$ cat src/hdl/osfir_pkg.sv
`timescale 1ns / 1ps

package osfir_pkg;

  // Twiddles are defined on a 64-point circle; shorter transforms stride through it.
  localparam int TwLog = 5;

  // One complex point of the frame, Q16.16 in both parts.
  typedef struct packed {
    logic signed [31:0] re;
    logic signed [31:0] im;
  } cplx_t;

  // Narrow complex factor: a twiddle or a response bin, both below 2^17 in size.
  typedef struct packed {
    logic signed [17:0] re;
    logic signed [17:0] im;
  } wfac_t;

  // Which transform the shared butterfly unit is working on.
  typedef enum logic [1:0] {
    PASS_RSP = 2'd0,
    PASS_FWD = 2'd1,
    PASS_INV = 2'd2
  } pass_e;

  // Frame memory banks.
  localparam logic [1:0] BankFwd = 2'd0;
  localparam logic [1:0] BankInv = 2'd1;
  localparam logic [1:0] BankRsp = 2'd2;

  // Datapath operations issued by the controller.
  typedef enum logic [3:0] {
    DP_IDLE   = 4'd0,
    DP_INIT   = 4'd1,
    DP_SAMPLE = 4'd2,
    DP_LD_RD  = 4'd3,
    DP_LD_WR  = 4'd4,
    DP_BF_RD  = 4'd5,
    DP_BF_MUL = 4'd6,
    DP_PM_RD  = 4'd7,
    DP_PM_MUL = 4'd8,
    DP_RND    = 4'd9,
    DP_BF_WP  = 4'd10,
    DP_BF_WQ  = 4'd11,
    DP_PM_WR  = 4'd12,
    DP_OUT_RD = 4'd13,
    DP_OUT_LD = 4'd14
  } dp_op_e;

  // Command from the controller to the datapath.
  typedef struct packed {
    dp_op_e op;
    pass_e  pass;
  } dp_cmd_t;

  function automatic logic [1:0] bank_of(input pass_e p);
    logic [1:0] b;
    case (p)
      PASS_FWD: b = BankFwd;
      PASS_INV: b = BankInv;
      default:  b = BankRsp;
    endcase
    return b;
  endfunction

  // Quarter-wave cosine, round(65536 * cos(pi * k / 32)).
  function automatic logic signed [17:0] qcos(input logic [4:0] k);
    logic signed [17:0] v;
    case (k)
      5'd0:    v = 18'sd65536;
      5'd1:    v = 18'sd65220;
      5'd2:    v = 18'sd64277;
      5'd3:    v = 18'sd62714;
      5'd4:    v = 18'sd60547;
      5'd5:    v = 18'sd57798;
      5'd6:    v = 18'sd54491;
      5'd7:    v = 18'sd50660;
      5'd8:    v = 18'sd46341;
      5'd9:    v = 18'sd41576;
      5'd10:   v = 18'sd36410;
      5'd11:   v = 18'sd30893;
      5'd12:   v = 18'sd25080;
      5'd13:   v = 18'sd19024;
      5'd14:   v = 18'sd12785;
      5'd15:   v = 18'sd6424;
      default: v = 18'sd0;
    endcase
    return v;
  endfunction

  // Twiddle factor for index k of the 64-point circle (half circle is enough).
  function automatic wfac_t twiddle(input logic [4:0] k, input logic inverse);
    wfac_t w;
    logic signed [17:0] c;
    logic signed [17:0] s;
    if (k <= 5'd16) begin
      c = qcos(k);
      s = qcos(5'd16 - k);
    end else begin
      c = -qcos(5'(6'd32 - 6'(k)));
      s = qcos(k - 5'd16);
    end
    w.re = c;
    w.im = inverse ? s : -s;
    return w;
  endfunction

  // Lowpass coefficients in Q16.16.
  function automatic logic signed [31:0] coef_q16(input logic [4:0] k);
    logic signed [31:0] v;
    case (k)
      5'd0, 5'd30:  v = 32'sd13;
      5'd1, 5'd29:  v = -32'sd178;
      5'd2, 5'd28:  v = -32'sd157;
      5'd3, 5'd27:  v = 32'sd232;
      5'd4, 5'd26:  v = 32'sd542;
      5'd5, 5'd25:  v = 32'sd1;
      5'd6, 5'd24:  v = -32'sd1023;
      5'd7, 5'd23:  v = -32'sd846;
      5'd8, 5'd22:  v = 32'sd1117;
      5'd9, 5'd21:  v = 32'sd2388;
      5'd10, 5'd20: v = 32'sd1;
      5'd11, 5'd19: v = -32'sd4303;
      5'd12, 5'd18: v = -32'sd3776;
      5'd13, 5'd17: v = 32'sd5918;
      5'd14, 5'd16: v = 32'sd19667;
      5'd15:        v = 32'sd26216;
      default:      v = 32'sd0;
    endcase
    return v;
  endfunction

endpackage

$ cat src/hdl/osfir_ctrl.sv
`timescale 1ns / 1ps

module osfir_ctrl import osfir_pkg::*; #(
  parameter int FFT_SIZE  = 64,
  parameter int TAP_COUNT = 31,
  localparam int LogN     = $clog2(FFT_SIZE),
  localparam int Sw       = $clog2(LogN),
  localparam int BlockLen = FFT_SIZE - TAP_COUNT + 1,
  localparam int Cw       = $clog2(BlockLen)
) (
  input  logic            clk_i,
  input  logic            rst_ni,
  input  logic            in_valid_i,
  output logic            in_ready_o,
  output logic            out_valid_o,
  input  logic            out_ready_i,
  output logic            last_of_block_o,
  output dp_cmd_t         cmd_o,
  output logic [LogN-1:0] idx_o,
  output logic [Sw-1:0]   stage_o,
  output logic [LogN-2:0] bfly_o,
  output logic [Cw-1:0]   fill_o,
  output logic [LogN-1:0] base_o
);

  localparam int HistLen = TAP_COUNT - 1;

  typedef enum logic [15:0] {
    ST_INIT    = 16'h0001,
    ST_COLLECT = 16'h0002,
    ST_LD_RD   = 16'h0004,
    ST_LD_WR   = 16'h0008,
    ST_BF_RD   = 16'h0010,
    ST_BF_MUL  = 16'h0020,
    ST_BF_RND  = 16'h0040,
    ST_BF_WP   = 16'h0080,
    ST_BF_WQ   = 16'h0100,
    ST_PM_RD   = 16'h0200,
    ST_PM_MUL  = 16'h0400,
    ST_PM_RND  = 16'h0800,
    ST_PM_WR   = 16'h1000,
    ST_OUT_RD  = 16'h2000,
    ST_OUT_LD  = 16'h4000,
    ST_OUT_HLD = 16'h8000
  } ctrl_state_e;

  ctrl_state_e     state_q, state_d;
  pass_e           pass_q, pass_d;
  logic [LogN-1:0] idx_q, idx_d;
  logic [Sw-1:0]   stage_q, stage_d;
  logic [LogN-2:0] bfly_q, bfly_d;
  logic [Cw-1:0]   fill_q, fill_d;
  logic [LogN-1:0] base_q, base_d;
  logic            last_q, last_d;
  logic            idx_end;

  assign idx_end = (idx_q == LogN'(FFT_SIZE - 1));

  // Sequencer: init, collect, load, FFT, multiply, inverse, emit.
  always_comb begin
    state_d    = state_q;
    pass_d     = pass_q;
    idx_d      = idx_q;
    stage_d    = stage_q;
    bfly_d     = bfly_q;
    fill_d     = fill_q;
    base_d     = base_q;
    last_d     = last_q;
    cmd_o.op   = DP_IDLE;
    cmd_o.pass = pass_q;
    case (state_q)
      ST_INIT: begin
        cmd_o.op = DP_INIT;
        idx_d    = idx_q + LogN'(1);
        if (idx_end) begin
          pass_d  = PASS_RSP;
          stage_d = '0;
          bfly_d  = '0;
          state_d = ST_BF_RD;
        end
      end
      ST_COLLECT: begin
        if (in_valid_i) begin
          cmd_o.op = DP_SAMPLE;
          if (fill_q == Cw'(BlockLen - 1)) begin
            fill_d  = '0;
            idx_d   = '0;
            state_d = ST_LD_RD;
          end else begin
            fill_d = fill_q + Cw'(1);
          end
        end
      end
      ST_LD_RD: begin
        cmd_o.op = DP_LD_RD;
        state_d  = ST_LD_WR;
      end
      ST_LD_WR: begin
        cmd_o.op = DP_LD_WR;
        idx_d    = idx_q + LogN'(1);
        state_d  = ST_LD_RD;
        if (idx_end) begin
          pass_d  = PASS_FWD;
          stage_d = '0;
          bfly_d  = '0;
          state_d = ST_BF_RD;
        end
      end
      ST_BF_RD: begin
        cmd_o.op = DP_BF_RD;
        state_d  = ST_BF_MUL;
      end
      ST_BF_MUL: begin
        cmd_o.op = DP_BF_MUL;
        state_d  = ST_BF_RND;
      end
      ST_BF_RND: begin
        cmd_o.op = DP_RND;
        state_d  = ST_BF_WP;
      end
      ST_BF_WP: begin
        cmd_o.op = DP_BF_WP;
        state_d  = ST_BF_WQ;
      end
      ST_BF_WQ: begin
        cmd_o.op = DP_BF_WQ;
        bfly_d   = bfly_q + (LogN-1)'(1);
        state_d  = ST_BF_RD;
        if (bfly_q == (LogN-1)'(FFT_SIZE / 2 - 1)) begin
          stage_d = stage_q + Sw'(1);
          if (stage_q == Sw'(LogN - 1)) begin
            stage_d = '0;
            case (pass_q)
              PASS_FWD: begin
                idx_d   = '0;
                state_d = ST_PM_RD;
              end
              PASS_INV: begin
                idx_d   = LogN'(HistLen);
                state_d = ST_OUT_RD;
              end
              default: begin
                state_d = ST_COLLECT;
              end
            endcase
          end
        end
      end
      ST_PM_RD: begin
        cmd_o.op = DP_PM_RD;
        state_d  = ST_PM_MUL;
      end
      ST_PM_MUL: begin
        cmd_o.op = DP_PM_MUL;
        state_d  = ST_PM_RND;
      end
      ST_PM_RND: begin
        cmd_o.op = DP_RND;
        state_d  = ST_PM_WR;
      end
      ST_PM_WR: begin
        cmd_o.op = DP_PM_WR;
        idx_d    = idx_q + LogN'(1);
        state_d  = ST_PM_RD;
        if (idx_end) begin
          pass_d  = PASS_INV;
          stage_d = '0;
          bfly_d  = '0;
          state_d = ST_BF_RD;
        end
      end
      ST_OUT_RD: begin
        cmd_o.op = DP_OUT_RD;
        state_d  = ST_OUT_LD;
      end
      ST_OUT_LD: begin
        cmd_o.op = DP_OUT_LD;
        last_d   = idx_end;
        state_d  = ST_OUT_HLD;
      end
      ST_OUT_HLD: begin
        if (out_ready_i) begin
          idx_d   = idx_q + LogN'(1);
          state_d = ST_OUT_RD;
          if (idx_end) begin
            base_d  = base_q + LogN'(BlockLen);
            state_d = ST_COLLECT;
          end
        end
      end
      default: begin
        state_d = ST_INIT;
      end
    endcase
  end

  // Control registers.
  always_ff @(posedge clk_i or negedge rst_ni) begin
    if (!rst_ni) begin
      state_q <= ST_INIT;
      pass_q  <= PASS_RSP;
      idx_q   <= '0;
      stage_q <= '0;
      bfly_q  <= '0;
      fill_q  <= '0;
      base_q  <= '0;
      last_q  <= 1'b0;
    end else begin
      state_q <= state_d;
      pass_q  <= pass_d;
      idx_q   <= idx_d;
      stage_q <= stage_d;
      bfly_q  <= bfly_d;
      fill_q  <= fill_d;
      base_q  <= base_d;
      last_q  <= last_d;
    end
  end

  assign idx_o           = idx_q;
  assign stage_o         = stage_q;
  assign bfly_o          = bfly_q;
  assign fill_o          = fill_q;
  assign base_o          = base_q;
  assign in_ready_o      = (state_q == ST_COLLECT);
  assign out_valid_o     = (state_q == ST_OUT_HLD);
  assign last_of_block_o = last_q;

endmodule
$ cat config.mk
export PLATFORM = sky130hd
export DESIGN_NAME = osfir_ctrl
export DESIGN_NICKNAME = d
export VERILOG_FILES = /design/src/hdl/osfir_pkg.sv /design/src/hdl/osfir_ctrl.sv
export SDC_FILE = /design/constraint.sdc
export NUM_CORES = 1
export LEC_CHECK = 0
export ABC_CLOCK_PERIOD_IN_PS = 2300
export CORE_MARGIN = 2
export CORE_UTILIZATION = 25
export DETAILED_ROUTE_END_ITERATION = 7
export DONT_BUFFER_PORTS = 1
export GPL_ROUTABILITY_DRIVEN = 0
export HOLD_SLACK_MARGIN = 0.02
export PLACE_DENSITY_LB_ADDON = 0.08
export SLEW_MARGIN = 20
export SYNTH_ARGS = -nofsm -noshare
export SYNTH_HDL_FRONTEND = slang
export SYNTH_SLANG_ARGS = --single-unit
$ cat constraint.sdc
create_clock -name clk_i -period 2.3 [get_ports clk_i]
set_input_delay 0 -clock clk_i [delete_from_list [all_inputs] [get_ports clk_i]]
set_output_delay 0 -clock clk_i [all_outputs]
set_load 0.05 [all_outputs]
==> flow_metrics.tcl, run 1 <==
set metrics [dict create \
    status "complete, no violations" \
    synthXorXnorAreaFrac_pct 4.60 \
    cp_slowest_cell "or4b_2" \
    initial_core_util_pct 25.8 \
    drive_gt1_share_pct 33.1 \
    min_path_type "in -> reg" \
    overflow 0 \
    dieWidth_um 107 \
    period_needed_ps 2290 \
    hold_viol_final 0 \
    nets 365 \
    postSynthCellCount 288 \
    cp.buffers_inverters 1 \
    p_leak_nw 1.57 \
    worst_setup_path_start_kind "flop" \
    synthAdderAreaFrac_pct 3.76 \
    intPower_mw 1.03 \
    synth-main-ff-cell "dfrtp_1" \
    finalPower_mw 1.33 \
    clock_sinks 44 \
    cap_violations 0 \
    fin_skew_ps 11.2 \
    setup_viol 0 \
    grt_first_pass_wirelength_um 13000 \
    comb_power_share_pct 2.3 \
    p_per_area_nw_per_um2 378 \
    fp.dieArea_um2 11500 \
    ys_seq_elements 44 \
    ff_latch_area_um2 1110 \
    p_sw_uw 302 \
    synth_edf_count 0 \
    syn_area_um2 2670 \
    max_slew_margin_pct 52.7 \
    power_frac_clock_pct 39.1 \
    avgSynthCellArea_um2 9.25 \
    clk_path_buf_depth 2 \
    cp-end-kind "flop" \
    core_um2 10300 \
    ioPinCount 39 \
    finalMaxSlewViolations 0 \
    antenna_found_initial 0 \
    dpl.hpwl_um 6150 \
    routed_via_density 5.02 \
    routedWlPerCell_um 16.5 \
    grt_start_max_net_pins 45 \
    cts_tree "yes" \
    synthSimpleGateAreaFrac_pct 30.8 \
    io_buffers 0 \
    nFillCells 1080 \
    setup_tns_ps 0 \
    synth_cell_type_count 57 \
    row_count 37 \
    cts_buffers 5 \
    grt_pass1_vias 2458 \
    cp_max_fo 8 \
    route.detailed.drc 0 \
    route.antenna.remaining_nets 0 \
    synth-compound-area-share_pct 13.0 \
    drt-pass1-iter-count 4 \
    fmax_ghz 0.436 \
    arrival_ps 2520 \
    synth_top_family_by_area "simple AND/OR/NAND/NOR gates" \
    root_buffer "clkbuf_8" \
    syn_nets 300 \
    grt_util_all_layers_pct 14.5 \
    async_flop_share_pct 100 \
    via_count 2461 \
    critPathRequiredTime_ps 2530 \
    path_class "reg -> reg" \
    worstMarginPinSlew_ps 706 \
    period_share_pct 99.6 \
    switching_share_pct 22.7 \
    htreeDepth 2 \
    drt_iter0_markers 175 \
    synthMuxAreaShare_pct 1.22 \
    cp_top_family "simple AND/OR/NAND/NOR gates" \
    n_antenna_cell 0 \
    fp.dieH_um 107 \
    yosysWarnings 0 \
    ys_seq_area_share_pct 41.4 \
    max_stage_delay_ps 760 \
    drt_wl_total_um 8080 \
    multi_input_area_um2 1520 \
    syn_to_final_growth_pct 31.8 \
    clkSlewWorstSetupHoldPaths_ps 90 \
    cp_cell_sequence "or4b_2 > or4_4 > buf_4 > nor2_4 > a22oi_1 > o21ai_1" \
    pwr-share-seq_pct 58.5 \
    clock_latency_ps 300 \
    rsz0062_at_grt "yes" \
    vdd_drop_max_uv 202 \
]
-- synthesized netlist by cell type (all sizes together) (3+ instances only) --
master / instances / area, um^2
nand4b: 3 / 26.3
a21oi: 8 / 40.0
o21a: 4 / 30.0
nor2: 29 / 119
nand3: 21 / 105
a22oi: 3 / 22.5
and3: 8 / 50.1
xnor2: 8 / 70.1
o2bb2ai: 3 / 26.3
ha: 8 / 100
nand4: 7 / 43.8
nor4: 10 / 111
and2: 4 / 26.3
inv: 12 / 45.0
or4b: 9 / 90.1
xor2: 6 / 52.6
nor3: 9 / 45.0
nand2: 28 / 105
or4: 6 / 52.6
buf: 10 / 83.8
dfrtp: 43 / 1080
o21ai: 18 / 90.1
-- cell usage in the layout, fill, tap and decap left out, drive strengths merged, types with 9 or more instances in the layout --
| cell | instances |
|---|---|
| dfrtp | 43 |
| buf | 68 |
| o21ai | 18 |
| nand3 | 21 |
| nor3 | 9 |
| nand2 | 28 |
| or4b | 9 |
| nor2 | 29 |
| nor4 | 10 |
| inv | 12 |
-- per-stage QoR --
step           instance area (um^2)  hold slack (ps)  instances  setup slack, ps  util (%)
2_1_floorplan                  2690             -296        288             -407         -
3_3_place_gp                   3240             -293        473            -40.4      31.4
3_5_place_dp                   3240             -292        473            -26.7      31.4
4_1_cts                        3440             30.9        487           0.0639      33.3
5_1_grt                        3510             45.4        490            -68.0      34.0
6_report                       3510             41.6        490             8.32      34.0
-- state kept, by name, summed over array words and instances, names as in the netlist --
name / cells
state_q: 16
last_of_block_o: 1
idx_o: 6
bfly_o: 5
pass_q: 2
base_o: 5
stage_o: 3
fill_o: 6
-- per-layer routing --
metal,routed length (um),up-vias,track usage (%)
met5,0,-,0
met4,117,0,4.73
met3,425,10,3.39
met2,3810,66,22.4
met1,3730,1203,20.0
li1,-,1182,-
-- power by group through the flow --
stage	clock network [mW]	registers [mW]	logic, mW
2_1_floorplan	0	0.794	0.00656
3_3_place_gp	0	0.794	0.00606
3_5_place_dp	0	0.794	0.00612
4_1_cts	0.548	0.778	0.0334
5_1_grt	0.568	0.779	0.0355
6_report	0.520	0.778	0.0309
-- cells by family after synthesis --
family / count (synthesis)
AO/OA/AOI/OAI: 53
XOR/XNOR: 14
AND/OR/NAND/NOR: 141
adder cells (fa/ha/maj): 8
multiplexers: 3
flip-flops: 44
other: 1
buffers and inverters: 24
-- final cells by class --
cell class	instances	area share, %
repair buffers	70	16.6
flip-flops and latches	44	31.5
clock buffers	8	2.56
well taps	136	4.84
inverters	12	1.28
multi-input cells	220	43.2
-- worst paths after layout --
path / slack (ps) / endpoint / cells past startpoint / start
min: 40 / fill_o[1]$_DFFE_PN0P_ / 2 / in_valid_i
max reg2reg: 8 / state_q[1]$_DFFE_PN0P_ / 6 / state_q[9]$_DFFE_PN0P_
min reg2reg: 600 / fill_o[1]$_DFFE_PN0P_ / 2 / fill_o[1]$_DFFE_PN0P_
max in group asynchronous: 1790 / state_q[0]$_DFFE_PN1P_ / 2 / rst_ni
max: 8 / state_q[1]$_DFFE_PN0P_ / 6 / state_q[9]$_DFFE_PN0P_
min in group asynchronous: 240 / base_o[2]$_DFFE_PN0P_ / 2 / rst_ni
-- timing repair --
item                                   CTS  global route
setup endpoints to repair                7            15
endpoints found under the hold margin   47             0
gates resized for setup                  8            14
buffers inserted                         3             3
hold buffers                             3             0
pin swaps                                2             5
Note: power is estimated with default switching activity, not from simulation.
==> inputs of run 2 (changes only) <==
--- a/config.mk
+++ b/config.mk
@@ -5,9 +5,11 @@
 export SDC_FILE = /design/constraint.sdc
 export NUM_CORES = 1
 export LEC_CHECK = 0
+export ABC_AREA = 1
 export ABC_CLOCK_PERIOD_IN_PS = 2300
 export CORE_MARGIN = 2
 export CORE_UTILIZATION = 25
+export CTS_CLUSTER_SIZE = 20
 export DETAILED_ROUTE_END_ITERATION = 7
 export DONT_BUFFER_PORTS = 1
 export GPL_ROUTABILITY_DRIVEN = 0
==> run 2 against run 1 <==
  * Clock skew fell by 0.99 ps
  * Sequential power is 9.8% higher
  * Global-route usage fell by 1.1 points
  * Total power increased by 72%
  * Maximum frequency rose by 11%
  * Count of clock-buffer cells in the layout is 1 lower
  * Sequential share of layout area is 2.6 points higher
  * Via count decreased by 3.7%
  * Non-clock buffer count is 35 lower
  * Highest routed layer unchanged
==> flow_metrics.tcl, run 2 <==
set metrics [dict create \
    nets 408 \
    synth_common_cells "nand2_1 (80), inv_1 (48), nand3_1 (45), nor2_1 (45), dfrtp_1 (43)" \
    status "complete, no violations" \
    rsz0062_at_grt "no" \
    layout_common_cells "nand2_1 (78), inv_1 (48), nand3_1 (45)" \
    postSynthCellCount 358 \
    placed_cells 516 \
    cts_buffers 5 \
    hold_viol_final 0 \
    min_path_type "in -> reg" \
    dieWidth_um 108 \
    setup_viol 0 \
    n_antenna_cell 0 \
    synth_cell_type_count 31 \
    drt_iter0_markers 94 \
    drt-pass1-iter-count 4 \
    max_slew_margin_pct 62.4 \
    period_share_pct 90.1 \
    drt_wl_total_um 7150 \
    worst_setup_path_start_kind "flop" \
    routed_via_density 4.45 \
    htreeDepth 2 \
    core_um2 10400 \
    via_count 2371 \
    grt_pass1_vias 2410 \
    fin_cells 533 \
    cp-end-kind "primary output" \
    period_needed_ps 2070 \
    syn_area_um2 2690 \
    multi_input_area_um2 1360 \
    finalPower_mw 2.29 \
    initial_core_util_pct 25.9 \
    antenna_found_initial 0 \
    worstMarginPinSlew_ps 564 \
    ys_seq_elements 44 \
    route.antenna.remaining_nets 0 \
    ff_latch_area_um2 1100 \
    vdd_drop_max_uv 382 \
    drive_gt1_share_pct 17.4 \
    top_register "state_q" \
    critPathRequiredTime_ps 2300 \
    synth-main-ff-cell "dfrtp_1" \
    fmax_ghz 0.482 \
    nFillCells 1147 \
    setup_tns_ps 0 \
    r2r_slack_ps 290 \
    synth_top_area_share_pct 40.1 \
    route.detailed.drc 0 \
    io_buffers 0 \
    root_buffer "clkbuf_8" \
    clock_sinks 44 \
    path_class "reg -> out" \
    routedWlPerCell_um 13.4 \
    fp.dieArea_um2 11600 \
    cts_tree "yes" \
    async_flop_share_pct 100 \
    overflow 0 \
    fp.dieH_um 108 \
    yosysWarnings 0 \
    synthTopCellsByArea "dfrtp_1 (40%), nand2_1 (11%), nand3_1 (8.4%), inv_1 (6.7%), nor2_1 (6.3%)" \
    arrival_ps 2070 \
    p_leak_nw 1.71 \
    grt_first_pass_wirelength_um 12200 \
    cap_violations 0 \
    finalMaxSlewViolations 0 \
    synth_most_common_cell "nand2_1" \
    postLayoutCoreUtil_pct 31.2 \
    layout_commonest_cell "nand2_1" \
    clkSlewWorstSetupHoldPaths_ps 90 \
    largest_reg_flops 16 \
    dpl_cell_area_um2 3010 \
    ioPinCount 39 \
    dpl.hpwl_um 5470 \
    syn_to_final_growth_pct 20.3 \
    row_count 37 \
    grt_start_max_net_pins 45 \
    avgSynthCellArea_um2 7.50 \
    grt_util_all_layers_pct 13.5 \
    synth_area_leader_cell "dfrtp_1" \
    stdcell_area_um2 3230 \
    synth_edf_count 0 \
    p_per_area_nw_per_um2 707 \
    ys_seq_area_share_pct 41.0 \
    cp_max_fo 4 \
    clock_latency_ps 310 \
    fin_skew_ps 10.2 \
    clk_path_buf_depth 2 \
    syn_nets 370 \
]
-- run 2: per-stage QoR --
stage | worst slack, ps | hold WS (ps)
after floorplan | 111 | -296
after global placement | 245 | -293
after detailed placement | 235 | -293
after CTS | 41.6 | 29.7
after global routing | 29.1 | 63.7
final | 227 | 31.0
-- run 2: what timing repair did --
item	4_1_cts	5_1_grt
pin swaps	0	2
hold buffers	4	0
endpoints found under the hold margin	54	0
resized for setup	2	1
setup buffers	0	5
setup endpoints to repair	2	4
-- run 2: cells by family after synthesis --
group	synth area share [%]
simple gates	36.3
buf+inv	8.57
flops	41.0
compound gates	5.64
xor+xnor	4.56
fa+ha+maj	3.73
other cells	0.140
-- run 2: final cells by class --
class | instances | share of cell area, %
inverters | 50 | 5.85
repair buffers | 35 | 9.76
well taps | 136 | 5.27
clock buffers | 7 | 2.67
multi-input cells | 260 | 42.1
clock inverters | 1 | 0.232
flip-flops and latches | 44 | 34.1
-- run 2: routing by layer --
| metal | part of all wire [%] | vias to the layer above | track usage [%] |
|---|---|---|---|
| li1 | - | 1216 | - |
| met1 | 50 | 1117 | 18.5 |
| met2 | 45 | 32 | 20.9 |
| met3 | 3.4 | 6 | 3.09 |
| met4 | 1.4 | 0 | 4.12 |
| met5 | 0 | - | 0 |
-- run 2: where the power goes --
group	total, mW	switching, mW	leakage (nW)	internal (mW)
combinational	0.890	0.618	1.06	0.272
sequential	0.854	0.0305	0.606	0.823
clock	0.541	0.296	0.0445	0.245
total	2.29	0.944	1.71	1.34
-- run 2: worst paths after layout --
path,start,end,cells after the start
worst max-delay path,state_q[14]$_DFFE_PN0P_,cmd_o[2],10
worst min-delay path,in_valid_i,fill_o[2]$_DFFE_PN0P_,2
worst max register to register,state_q[0]$_DFFE_PN1P_,idx_o[3]$_DFFE_PN0P_,11
worst min register to register,bfly_o[3]$_DFFE_PN0P_,bfly_o[3]$_DFFE_PN0P_,2
max in group asynchronous,rst_ni,state_q[0]$_DFFE_PN1P_,2
min in group asynchronous,rst_ni,fill_o[2]$_DFFE_PN0P_,2
-- run 2: worst max-delay path, stage by stage (launching register included) --
cell and delay (ps):
dfrtp_1 410, nor2_1 180, nand2_1 150, nor2_4 170, inv_1 60, nor2_2 160
nand4_1 180, nand2_1 90, inv_1 60, nand3_1 100, buf_4 200
==> inputs of run 3 (changes only) <==
--- a/config.mk
+++ b/config.mk
@@ -15,6 +15,7 @@
 export GPL_ROUTABILITY_DRIVEN = 0
 export HOLD_SLACK_MARGIN = 0.02
 export PLACE_DENSITY_LB_ADDON = 0.08
+export SETUP_SLACK_MARGIN = 0.5
 export SLEW_MARGIN = 20
 export SYNTH_ARGS = -nofsm -noshare
 export SYNTH_HDL_FRONTEND = slang
==> run 3 against run 2 <==
  * Total power increased by 7.3%
  * Hold slack improved by 25 ps
  * Maximum frequency increased by 12%
  * Final area increased by 16%
==> flow_metrics.tcl, run 3 (same netlist as run 2, synthesis figures left out) <==
set metrics [dict create \
    clkSlewWorstSetupHoldPaths_ps 90 \
    finalPower_mw 2.45 \
    drt-pass1-iter-count 4 \
    grt_util_all_layers_pct 13.3 \
    r2r_slack_ps 490 \
    syn_to_final_growth_pct 39.2 \
    path_depth 10 \
    clk_path_buf_depth 2 \
    finalMaxSlewViolations 0 \
    overflow 0 \
    routed_via_density 4.45 \
    period_share_pct 80.2 \
    drt_iter0_markers 132 \
    fp.dieH_um 108 \
    grt_start_max_net_pins 45 \
    layout_commonest_cell "nand2_1" \
    io_buffers 0 \
    routedWlPerCell_um 13.3 \
    cp_max_fo 6 \
    path_class "reg -> out" \
    hold_viol_final 0 \
    clock_sinks 44 \
    route.antenna.remaining_nets 0 \
    root_buffer "clkbuf_8" \
    cap_violations 0 \
    grt_pass1_vias 2434 \
    core_um2 10400 \
    via_count 2495 \
    setup_slack_ps 455 \
    drt_wl_total_um 7470 \
    min_path_type "in -> reg" \
    multi_input_area_um2 1610 \
    dpl.hpwl_um 5440 \
    initial_core_util_pct 25.9 \
    nets 436 \
    route.detailed.drc 0 \
    layout_common_cells "nand2_1 (72), buf_4 (52), inv_1 (43)" \
    status "complete, no violations" \
    p_leak_nw 1.95 \
    antenna_found_initial 0 \
    cp-end-kind "primary output" \
    dpl_cell_area_um2 3050 \
    arrival_ps 1850 \
    setup_tns_ps 0 \
    place_ws_ps 264 \
    timing.rr.end "idx_o[2]$_DFFE_PN0P_" \
    setup_viol 0 \
    ff_latch_area_um2 1110 \
    cp.buffers_inverters 3 \
    row_count 37 \
    cp_top_family "simple AND/OR/NAND/NOR gates" \
    max_stage_delay_ps 420 \
    r2r_start "state_q[0]$_DFFE_PN1P_" \
    max_slew_margin_pct 61.9 \
    grt_first_pass_wirelength_um 12100 \
    largest_reg_flops 16 \
    fin_skew_ps 7.74 \
    cp_cell_sequence "nor2_2 > buf_4 > buf_4 > nand3_1 > nor2_1 > nand2_4 > nand3_4 > nor2_2 > nand3_2 > buf_8" \
    worst_setup_path_start_kind "flop" \
    nFillCells 1117 \
    r2r_cells 11 \
    crit_end "cmd_o[5]" \
    clock_latency_ps 300 \
    stdcell_area_um2 3740 \
    htreeDepth 2 \
    fmax_ghz 0.542 \
    ioPinCount 39 \
    cts_tree "yes" \
    cts_buffers 5 \
    period_needed_ps 1850 \
    worstMarginPinSlew_ps 572 \
    crit_start "state_q[12]$_DFFE_PN0P_" \
    drive_gt1_share_pct 32.9 \
    p_per_area_nw_per_um2 656 \
    cp_slowest_cell "dfrtp_1" \
    n_antenna_cell 0 \
    fp.dieArea_um2 11600 \
    rsz0062_at_grt "yes" \
    dieWidth_um 108 \
    top_register "state_q" \
    critPathRequiredTime_ps 2300 \
    vdd_drop_max_uv 228 \
]
## run 3: changes by cell type in the layout (fill, tap and decap cells not counted), moves of 6 or more
| cell | delta |
|---|---|
| nand3_1 | -7 |
| nand2_1 | -6 |
| nand3_2 | +6 |
| nor2_1 | -16 |
| buf_4 | +23 |
| nor2_4 | +11 |
| nand2_4 | +7 |
## run 3: worst reg2reg max path: stages (launching register included)
cell      delay (ps)
dfstp_2          560
nor2_4            50
nand2_4           90
nor2_4            50
buf_12           150
buf_4            140
nand3b_1         140
nand3_2          140
nor2_4           180
nand2_4          100
nand2_1           70
nand2_1           50
## run 3: how the worst min path moves through the flow
stage | from | end | slack, ps | cells after the start
5_1_grt | out_ready_i | state_q[15]$_DFFE_PN0P_ | 60 | 3
4_1_cts | out_ready_i | state_q[15]$_DFFE_PN0P_ | 50 | 3
3_5_place_dp | rst_ni | state_q[8]$_DFFE_PN0P_ | -290 | 0
6_report | out_ready_i | state_q[15]$_DFFE_PN0P_ | 60 | 3
2_1_floorplan | rst_ni | base_o[1]$_DFFE_PN0P_ | -300 | 0
3_3_place_gp | rst_ni | state_q[8]$_DFFE_PN0P_ | -290 | 0
## run 3: power by group
group          switching [mW]  internal (mW)
clock                   0.286          0.213
combinational           0.705          0.382
sequential             0.0390          0.826
## run 3: area by class of cell
type                    count  area share (%)
multi-input cells         260            43.2
clock inverters             2           0.335
repair buffers             63            15.1
flip-flops and latches     44            29.6
clock buffers               6            1.94
well taps                 136            4.55
inverters                  50            5.32
## run 3: through the flow
stage	cells	hold slack [ps]	utilization [%]
after floorplan	358	-296	-
after global placement	517	-293	29.4
after detailed placement	517	-293	29.4
after CTS	547	49.7	33.8
after global routing	561	56.6	36.1
final	561	56.2	36.1
## run 3: what timing repair did
| action | in CTS | in global routing |
|---|---|---|
| setup buffers | 18 | 13 |
| gates resized for setup | 39 | 32 |
| hold buffers | 4 | 1 |
| hold endpoints to repair | 50 | 3 |
| pin swaps | 20 | 23 |
| setup endpoints to repair | 30 | 30 |
## run 3: metal layers
layer	GRT usage, %	share of wire, %	vias to the layer above
li1	-	-	1279
met1	18.8	49	1181
met2	20.8	47	31
met3	2.97	3.1	4
met4	3.11	0.82	0
met5	0	0	-
